[config.mk]
export PLATFORM = sky130hd
export DESIGN_NAME = fifo_queue_with_search_top
export DESIGN_NICKNAME = d
export VERILOG_FILES = /design/src/sv/fqs_pkg.sv /design/src/sv/fifo_queue_with_search_top.sv /design/src/sv/fqs_ram.sv /design/src/sv/fqs_ctrl.sv /design/src/sv/fqs_dp.sv
export SDC_FILE = /design/constraint.sdc
export NUM_CORES = 1
export LEC_CHECK = 0
export CAP_MARGIN = 20
export CORE_ASPECT_RATIO = 1.4
export CORE_MARGIN = 5
export CORE_UTILIZATION = 40
export DETAILED_ROUTE_END_ITERATION = 10
export DONT_BUFFER_PORTS = 1
export PLACE_DENSITY_LB_ADDON = 0.3
export SLEW_MARGIN = 0
export SYNTH_ARGS = -nofsm -noshare
export SYNTH_HDL_FRONTEND = slang
export SYNTH_SLANG_ARGS = --single-unit
[constraint.sdc]
create_clock -name clk -period 5.9 [get_ports clk]
set_clock_uncertainty 0.05 [all_clocks]
set_input_delay 0.295 -clock clk [delete_from_list [all_inputs] [get_ports clk]]
set_output_delay 0.295 -clock clk [all_outputs]
set_load 0.01 [all_outputs]
[src/sv/fqs_pkg.sv]
// Shared types, command and status codes for the FIFO queue with search.
package fqs_pkg;

  localparam int QUEUE_DEPTH_DEF = 16;
  localparam int WORD_BITS_DEF   = 32;

  localparam logic [3:0] CMD_PUSH     = 4'd0;
  localparam logic [3:0] CMD_POP      = 4'd1;
  localparam logic [3:0] CMD_RD_NEW   = 4'd2;
  localparam logic [3:0] CMD_RD_OLD   = 4'd3;
  localparam logic [3:0] CMD_WR_NEW   = 4'd4;
  localparam logic [3:0] CMD_WR_OLD   = 4'd5;
  localparam logic [3:0] CMD_RD_POS   = 4'd6;
  localparam logic [3:0] CMD_FIND     = 4'd7;
  localparam logic [3:0] CMD_CLEAR    = 4'd8;

  localparam logic [2:0] ST_OK        = 3'd0;
  localparam logic [2:0] ST_EMPTY     = 3'd1;
  localparam logic [2:0] ST_FULL      = 3'd2;
  localparam logic [2:0] ST_RANGE     = 3'd3;
  localparam logic [2:0] ST_NOTFOUND  = 3'd4;

  localparam logic [1:0] RK_PLAIN     = 2'd0;
  localparam logic [1:0] RK_READ      = 2'd1;
  localparam logic [1:0] RK_FOUND     = 2'd2;

  typedef struct packed {
    logic       load;
    logic       upd;
    logic       scan_init;
    logic       scan_run;
    logic       res_load;
    logic [1:0] res_kind;
    logic [2:0] res_status;
  } ctl_t;

  typedef struct packed {
    logic [3:0] cmd;
    logic       empty;
    logic       full;
    logic       pos_bad;
    logic       hit;
    logic       scan_last;
  } stat_t;

endpackage

[src/sv/fifo_queue_with_search_top.sv]
// Top level of the FIFO queue with search: controller, datapath and checks.
//
//   channel   handshake          fields
//   command   start / busy       command, value_in, position
//   result    done (strobe)      status, value_out, found_index, entry_count
//
// An item is taken when start is high and busy is low. Push, overwrite, clear,
// unknown commands and any command refused as empty or out of range decide their
// result in the execute state; a pop or read that returns an entry passes through a
// further read state, as it waits for the registered read of the entry store.
// A find scans the queue after the execute state: the single RAM read port scans one
// entry per cycle, oldest first. Reset clears pointers and count, not the store.
// The result is shown for one cycle only; the receiver cannot hold it off.
module fifo_queue_with_search_top #(
  parameter int QUEUE_DEPTH = fqs_pkg::QUEUE_DEPTH_DEF,
  parameter int WORD_BITS   = fqs_pkg::WORD_BITS_DEF
) (
  input  logic               clk,
  input  logic               rst,
  input  logic               start,
  output logic               busy,
  input  logic [3:0]         command,
  input  logic signed [31:0] value_in,
  input  logic [3:0]         position,
  output logic               done,
  output logic [2:0]         status,
  output logic signed [31:0] value_out,
  output logic [3:0]         found_index,
  output logic [4:0]         entry_count
);

  fqs_pkg::ctl_t  ctl;
  fqs_pkg::stat_t stat;

  fqs_ctrl u_ctrl (
    .clk  (clk),
    .rst  (rst),
    .start(start),
    .stat (stat),
    .ctl  (ctl),
    .busy (busy)
  );

  fqs_dp #(
    .QUEUE_DEPTH(QUEUE_DEPTH),
    .WORD_BITS  (WORD_BITS)
  ) u_dp (
    .clk        (clk),
    .rst        (rst),
    .ctl        (ctl),
    .stat       (stat),
    .command    (command),
    .value_in   (value_in),
    .position   (position),
    .done       (done),
    .status     (status),
    .value_out  (value_out),
    .found_index(found_index),
    .entry_count(entry_count)
  );

  // A result is only strobed once the controller has returned to idle.
  a_done_idle: assert property (@(posedge clk) disable iff (rst)
    done |-> !busy)
    else $error("result strobed while busy");

  a_accept_busy: assert property (@(posedge clk) disable iff (rst)
    (start && !busy) |=> busy)
    else $error("accepted item did not start work");

  a_res_strobe: assert property (@(posedge clk) disable iff (rst)
    ctl.res_load |=> done)
    else $error("loaded result was not strobed");

  // A rejected push leaves the count unchanged.
  a_full_hold: assert property (@(posedge clk) disable iff (rst)
    (done && status == fqs_pkg::ST_FULL) |-> $stable(entry_count))
    else $error("count changed on a rejected push");

  a_full_empty: assert property (@(posedge clk) disable iff (rst)
    !(stat.full && stat.empty))
    else $error("queue reported both full and empty");

endmodule

[src/sv/fqs_ram.sv]
// Generic single-write, single-read RAM with registered read data.
module fqs_ram #(
  parameter int WIDTH = 32,
  parameter int DEPTH = 16
) (
  input  logic                     clk,
  input  logic                     we,
  input  logic [$clog2(DEPTH)-1:0] waddr,
  input  logic [WIDTH-1:0]         wdata,
  input  logic [$clog2(DEPTH)-1:0] raddr,
  output logic [WIDTH-1:0]         rdata
);

  logic [WIDTH-1:0] mem [DEPTH];

  always_ff @(posedge clk) begin
    if (we) begin
      mem[waddr] <= wdata;
    end
    rdata <= mem[raddr];
  end

endmodule

[src/sv/fqs_ctrl.sv]
// Controller state machine that sequences each queue command.
module fqs_ctrl (
  input  logic          clk,
  input  logic          rst,
  input  logic          start,
  input  fqs_pkg::stat_t stat,
  output fqs_pkg::ctl_t  ctl,
  output logic          busy
);

  localparam logic [1:0] S_IDLE = 2'd0;
  localparam logic [1:0] S_EXEC = 2'd1;
  localparam logic [1:0] S_READ = 2'd2;
  localparam logic [1:0] S_SCAN = 2'd3;

  logic [1:0] state;
  logic [1:0] state_next;

  always_ff @(posedge clk) begin
    if (rst) begin
      state <= S_IDLE;
    end else begin
      state <= state_next;
    end
  end

  assign busy = (state != S_IDLE);

  always_comb begin
    ctl = '0;
    ctl.res_kind = fqs_pkg::RK_PLAIN;
    ctl.res_status = fqs_pkg::ST_OK;
    state_next = state;
    case (state)
      S_IDLE: begin
        if (start) begin
          ctl.load = 1'b1;
          state_next = S_EXEC;
        end
      end
      S_EXEC: begin
        state_next = S_IDLE;
        case (stat.cmd)
          fqs_pkg::CMD_PUSH: begin
            ctl.upd = 1'b1;
            ctl.res_load = 1'b1;
            ctl.res_status = stat.full ? fqs_pkg::ST_FULL : fqs_pkg::ST_OK;
          end
          fqs_pkg::CMD_POP, fqs_pkg::CMD_RD_NEW, fqs_pkg::CMD_RD_OLD,
          fqs_pkg::CMD_RD_POS: begin
            if (stat.empty) begin
              ctl.res_load = 1'b1;
              ctl.res_status = fqs_pkg::ST_EMPTY;
            end else if (stat.cmd == fqs_pkg::CMD_RD_POS && stat.pos_bad) begin
              ctl.res_load = 1'b1;
              ctl.res_status = fqs_pkg::ST_RANGE;
            end else begin
              // The read was issued this cycle; its data lands next cycle.
              state_next = S_READ;
            end
          end
          fqs_pkg::CMD_WR_NEW, fqs_pkg::CMD_WR_OLD: begin
            ctl.res_load = 1'b1;
            if (stat.empty) begin
              ctl.res_status = fqs_pkg::ST_EMPTY;
            end else begin
              ctl.upd = 1'b1;
            end
          end
          fqs_pkg::CMD_FIND: begin
            if (stat.empty) begin
              ctl.res_load = 1'b1;
              ctl.res_status = fqs_pkg::ST_EMPTY;
            end else begin
              ctl.scan_init = 1'b1;
              state_next = S_SCAN;
            end
          end
          fqs_pkg::CMD_CLEAR: begin
            ctl.upd = 1'b1;
            ctl.res_load = 1'b1;
          end
          default: begin
            ctl.res_load = 1'b1;
          end
        endcase
      end
      S_READ: begin
        // A pop advances the oldest pointer only after its entry was read.
        ctl.upd = 1'b1;
        ctl.res_load = 1'b1;
        ctl.res_kind = fqs_pkg::RK_READ;
        state_next = S_IDLE;
      end
      S_SCAN: begin
        ctl.scan_run = 1'b1;
        if (stat.hit) begin
          ctl.res_load = 1'b1;
          ctl.res_kind = fqs_pkg::RK_FOUND;
          state_next = S_IDLE;
        end else if (stat.scan_last) begin
          ctl.res_load = 1'b1;
          ctl.res_status = fqs_pkg::ST_NOTFOUND;
          state_next = S_IDLE;
        end
      end
      default: begin
        state_next = S_IDLE;
      end
    endcase
  end

endmodule

[src/sv/fqs_dp.sv]
// Datapath: entry store, pointers, count, scan counters and result registers.
module fqs_dp #(
  parameter int QUEUE_DEPTH = fqs_pkg::QUEUE_DEPTH_DEF,
  parameter int WORD_BITS   = fqs_pkg::WORD_BITS_DEF
) (
  input  logic               clk,
  input  logic               rst,
  input  fqs_pkg::ctl_t      ctl,
  output fqs_pkg::stat_t     stat,
  input  logic [3:0]         command,
  input  logic signed [31:0] value_in,
  input  logic [3:0]         position,
  output logic               done,
  output logic [2:0]         status,
  output logic signed [31:0] value_out,
  output logic [3:0]         found_index,
  output logic [4:0]         entry_count
);

  localparam int PW = $clog2(QUEUE_DEPTH);
  localparam int CW = $clog2(QUEUE_DEPTH + 1);
  localparam int OW = (CW > 4) ? CW : 4;
  localparam int EW = (CW > 5) ? CW : 5;

  logic [3:0]           cmd;
  logic [3:0]           pos;
  logic [WORD_BITS-1:0] word;
  logic [PW-1:0]        oldest;
  logic [PW-1:0]        newest;
  logic [CW-1:0]        held;
  logic [CW-1:0]        issue_idx;
  logic [CW-1:0]        cmp_idx;
  logic                 cmp_valid;

  logic [WORD_BITS+31:0] vin_ext;
  logic [WORD_BITS+31:0] rd_ext;
  logic [WORD_BITS-1:0]  rdata;
  logic [PW-1:0]         raddr;
  logic [PW-1:0]         waddr;
  logic                  we;
  logic [PW-1:0]         oldest_inc;
  logic [PW-1:0]         newest_inc;
  logic [PW-1:0]         newest_dec;
  logic [OW-1:0]         cmp_ext;
  logic [EW-1:0]         held_ext;

  // Slot of the entry at a given offset from the oldest; offsets stay below
  // twice the depth, so one compare and subtract wraps them.
  function automatic logic [PW-1:0] slot_at(input logic [OW-1:0] off);
    logic [OW:0] sum;
    sum = (OW+1)'(oldest) + {1'b0, off};
    if (sum >= (OW+1)'(QUEUE_DEPTH)) begin
      sum = sum - (OW+1)'(QUEUE_DEPTH);
    end
    return sum[PW-1:0];
  endfunction

  assign vin_ext = {{WORD_BITS{1'b0}}, value_in};
  assign rd_ext  = {32'b0, rdata};

  assign oldest_inc = (oldest == PW'(QUEUE_DEPTH - 1)) ? '0 : oldest + 1'b1;
  assign newest_inc = (newest == PW'(QUEUE_DEPTH - 1)) ? '0 : newest + 1'b1;
  assign newest_dec = (newest == '0) ? PW'(QUEUE_DEPTH - 1) : newest - 1'b1;

  assign stat.cmd       = cmd;
  assign stat.empty     = (held == '0);
  assign stat.full      = (held == CW'(QUEUE_DEPTH));
  assign stat.pos_bad   = (OW'(pos) >= OW'(held));
  assign stat.hit       = cmp_valid && (rdata == word);
  assign stat.scan_last = cmp_valid && (cmp_idx == held - CW'(1));

  always_comb begin
    if (ctl.scan_run) begin
      raddr = slot_at(OW'(issue_idx));
    end else begin
      case (cmd)
        fqs_pkg::CMD_RD_NEW: raddr = newest_dec;
        fqs_pkg::CMD_RD_POS: raddr = slot_at(OW'(pos));
        default:             raddr = oldest;
      endcase
    end
  end

  always_comb begin
    case (cmd)
      fqs_pkg::CMD_PUSH:   waddr = newest;
      fqs_pkg::CMD_WR_NEW: waddr = newest_dec;
      default:             waddr = oldest;
    endcase
  end

  assign we = ctl.upd && (((cmd == fqs_pkg::CMD_PUSH) && !stat.full) ||
              (((cmd == fqs_pkg::CMD_WR_NEW) || (cmd == fqs_pkg::CMD_WR_OLD)) &&
               !stat.empty));

  fqs_ram #(
    .WIDTH(WORD_BITS),
    .DEPTH(QUEUE_DEPTH)
  ) u_ram (
    .clk  (clk),
    .we   (we),
    .waddr(waddr),
    .wdata(word),
    .raddr(raddr),
    .rdata(rdata)
  );

  always_ff @(posedge clk) begin
    if (rst) begin
      oldest    <= '0;
      newest    <= '0;
      held      <= '0;
      cmp_valid <= 1'b0;
      done      <= 1'b0;
    end else begin
      done <= ctl.res_load;
      if (ctl.upd) begin
        case (cmd)
          fqs_pkg::CMD_PUSH: begin
            if (!stat.full) begin
              newest <= newest_inc;
              held   <= held + CW'(1);
            end
          end
          fqs_pkg::CMD_POP: begin
            oldest <= oldest_inc;
            held   <= held - CW'(1);
          end
          fqs_pkg::CMD_CLEAR: begin
            oldest <= '0;
            newest <= '0;
            held   <= '0;
          end
          default: begin
          end
        endcase
      end
      cmp_valid <= ctl.scan_init || ctl.scan_run;
    end
  end

  // The first read of a find (the oldest slot) is issued in the execute state;
  // each scan cycle then issues one read and compares the last.
  always_ff @(posedge clk) begin
    if (ctl.load) begin
      cmd  <= command;
      pos  <= position;
      word <= vin_ext[WORD_BITS-1:0];
    end
    if (ctl.scan_init) begin
      issue_idx <= CW'(1);
      cmp_idx   <= '0;
    end else if (ctl.scan_run) begin
      issue_idx <= issue_idx + CW'(1);
      cmp_idx   <= issue_idx;
    end
  end

  assign cmp_ext = OW'(cmp_idx);

  always_ff @(posedge clk) begin
    if (ctl.res_load) begin
      status      <= ctl.res_status;
      value_out   <= (ctl.res_kind == fqs_pkg::RK_READ) ? $signed(rd_ext[31:0]) : '0;
      found_index <= (ctl.res_kind == fqs_pkg::RK_FOUND) ? cmp_ext[3:0] : '0;
    end
  end

  assign held_ext    = EW'(held);
  assign entry_count = held_ext[4:0];

endmodule

==> results.md <==
- Cts bufs inserted: 60
- Least-Margin Pin Slew: 0.969 ns
- Vias in the first global route: 13300
- Critical Path Max Stage Delay: approximately 0.83 ns
- Slowest CP cell: ha_1
- Pre-CTS setup slack: approximately 1.7 ns
- HP Class: input port to flip-flop
- Worst Hold Depth: 4
- DRC: 0
- Minimum hold slack: 0.0700 ns
- Port Buffer Count: 0
- Most frequent cells in the layout: edfxtp_1, mux2i_1, clkbuf_16, dfxtp_1, dlygate4sd3_1
- CTS Hold Buffers Added: 41
- Sink Count: 650
- Syn_nets: 1572
- Core box area: 65400 sq um
- Data required time of the critical path: 6.41 ns
- Vias: 13000
- Pwr/cell area: approximately 320 nW/um^2
- Syn_area_per_cell: 17.5 sq um
- Final nets: about 1600
- RSZ-0062 raised after global routing: no
- Share of Yosys cell area claimed by the top area cell type: 67.3%
- Largest area contributor in the netlist: edfxtp_1
- Post-CTS Setup Inserts: 0
- Gpl congestion: 0.799
- Critical Path Start: u_ctrl.state[1]
- Crit. End Element: flip-flop
- Worst R2R Start: u_ctrl.state[1]
- Footprint of the multi-input gates: 7070 sq um
- Root Buffer: clkbuf_16
- Post-Syn Area: 26400 sq um
- Setup slack after layout: 1.73 ns
- Initial Util: approximately two fifths
- Routed wire length: 59300 um
- Met1 usage: slightly above 20%
- Detailed Place HPWL: around 35000 um
- Std cell rows: about 110
- Initial DRT Pass Iterations: 6
- Most common cell after layout, fill and taps aside: edfxtp_1
- Met3 Track Usage GR: 3.20%
- Number of synthesized register bits: 650
- First-pass GRT wire length: 87200 um
- Clock transition at the registers of the reported paths: 0.06 ns
- Yosys Warn Count: 0
- CP Launch Type: flip-flop
- Worst hold start: start
- CP dominant cell by count: mux2i_1
- Fmax achieved: roughly 240 MHz
- Worst path arrival time: approximately 4.7 ns
- Clk_lat worst skew: 0.63 ns
- CTS tree: built
- Top cells by area, synth: edfxtp_1, mux2i_1, dfxtp_1, mux4_2, xnor2_1
- Post-synthesis cell type count: a little over 60
- Sequential Area: between 15000 and 20000 sq um
- CP max FO: 94
- CP cell instances: ha_1 > inv_1 > nand2_2 > mux2i_4 > buf_12 > mux2i_1 > mux4_2 > mux2i_1
- Final period utilization: 70.7%
- Total GRT Usage: 16.4%
- Sequential-to-total area share from yosys stat: 71.7%
- Post-route ant nets: 0
- H-tree depth: 2
- Chip height: 314 um
- Post-synth EDFFs: 591
- Status: completed
- Vias per Instance: 5.25
- Initial antenna violation count: 1
- Maximum vdd drop: 0.295 mV
- Relative slew slack: 34.0%
- Static Leakage: 11.5 nW
- Syn Inst Count: 1505
- Proportion of layout cells with a drive suffix above 1: 11.4%
- Minimum clock period after layout: 4.17 ns
- Async set or reset register ratio after synthesis: 0%
- Crit Path Class: flip-flop to flip-flop
- Ys flop type: edfxtp_1
- Final Hold Fails: 0
- Post-layout util: 45.7%
- # fillers: about 5500
- Resized Gates After CTS: 0
- Wire per inst: 24.0 um
- Max-cap violations: 0
- Post-DP Area: 27500 sq um
- Worst r2r path cells: 8
- Die W: 227 um
- Ports: about 90
- Sum Neg Setup Slack: 0 ns
- Final Max Slew Viols: 0
- Full die area: 71300 sq um
- Gr busiest metal: met2
- # setup viols final: 0
- Total grt overflow: 0
- Clock buffer depth: 3
- P&R area growth vs syn: 13.3%
- Largest net degree at the start of global routing: 95
- Initial DRC count: 910
- Met2 usage: ~29%
- Post-route cell area: 29900 sq um
==> routing by layer <==
metal,share of wire [%],vias up
met5,0,-
met4,2.3,0
met3,5.3,79
met2,52,343
met1,40,6594
li1,-,5971
==> sequential cells by signal, indices dropped and copies added (netlist names), 5 cells and up <==
name / cells
u_dp.u_ram.mem: 512
u_dp.word: 32
u_dp.issue_idx: 5
u_dp.cmp_ext: 5
u_dp.u_ram.rdata: 32
u_dp.value_out: 32
u_dp.entry_count: 5
==> report_power, final <==
group	internal [W]	total (W)	switching, W	leakage (nW)
clock	0.00223	0.00389	0.00166	0.950
combinational	0.000176	0.000395	0.000218	4.67
sequential	0.00509	0.00520	0.000110	5.85
total	0.00750	0.00948	0.00198	11.5
==> cell type report <==
| cell class | instances | area share, % |
|---|---|---|
| inverter | 22 | 0.276 |
| multi-input combinational | 761 | 23.7 |
| sequential | 650 | 63.3 |
| tap | 847 | 3.54 |
| clock inverter | 25 | 0.958 |
| antenna | 1 | 0.00837 |
| timing repair buffer | 79 | 2.66 |
| clock buffer | 87 | 5.60 |
==> through the flow <==
stage                     std cells  total power, W
after floorplan                1505         0.00553
after global placement         2318         0.00567
after detailed placement       2318         0.00568
after CTS                      2471         0.00957
after global routing           2471         0.00980
final                          2472         0.00948
==> kinds of logic (layout without fill, tap and decap cells) <==
logic type	Yosys count	count (layout)	synth area share [%]
DFF	650	650	71.7
muxes	427	427	17.9
and+or+nand+nor	179	179	3.55
buffers and inverters	94	213	2.00
AOI/OAI and AO/OA	81	81	2.01
xor gates and xnor gates	50	50	1.66
adders and majority gates	24	24	1.19
other	0	1	0
==> path summary, 6_finish.rpt <==
path,endpoint,slack (ns)
worst min-delay path,u_ctrl.state[0],0.07
worst min register to register,u_dp.newest[1],0.48
worst max register to register,u_dp.u_ram.rdata[1],1.73
worst max-delay path,u_dp.u_ram.rdata[1],1.73
==> synthesized netlist by cell type, drive strengths merged, types with 3 or more instances <==
master  count
nor2       57
nor3        8
ha         22
a31oi       5
nand2b      4
o21ai      17
nand4      10
xor2       12
nand3       9
a22oi       3
o21a        3
mux4       33
mux2i     392
and2       37
a311oi      4
and3        3
a21o        4
inv        22
buf        44
xnor2      38
dfxtp      59
edfxtp    591
nand2      28
a21oi      22
nor4        6
a211oi      5
nor2b       5
clkbuf     28
==> worst max-delay path, delay by kind of cell (launching register included) <==
kind / cells / cell delay [ns]
mux: 4 / 1.55
buf+inv: 2 / 0.93
fa+ha+maj: 1 / 0.83
flops: 1 / 0.40
simple gates: 1 / 0.21
Note: power is estimated with default switching activity, not from simulation.
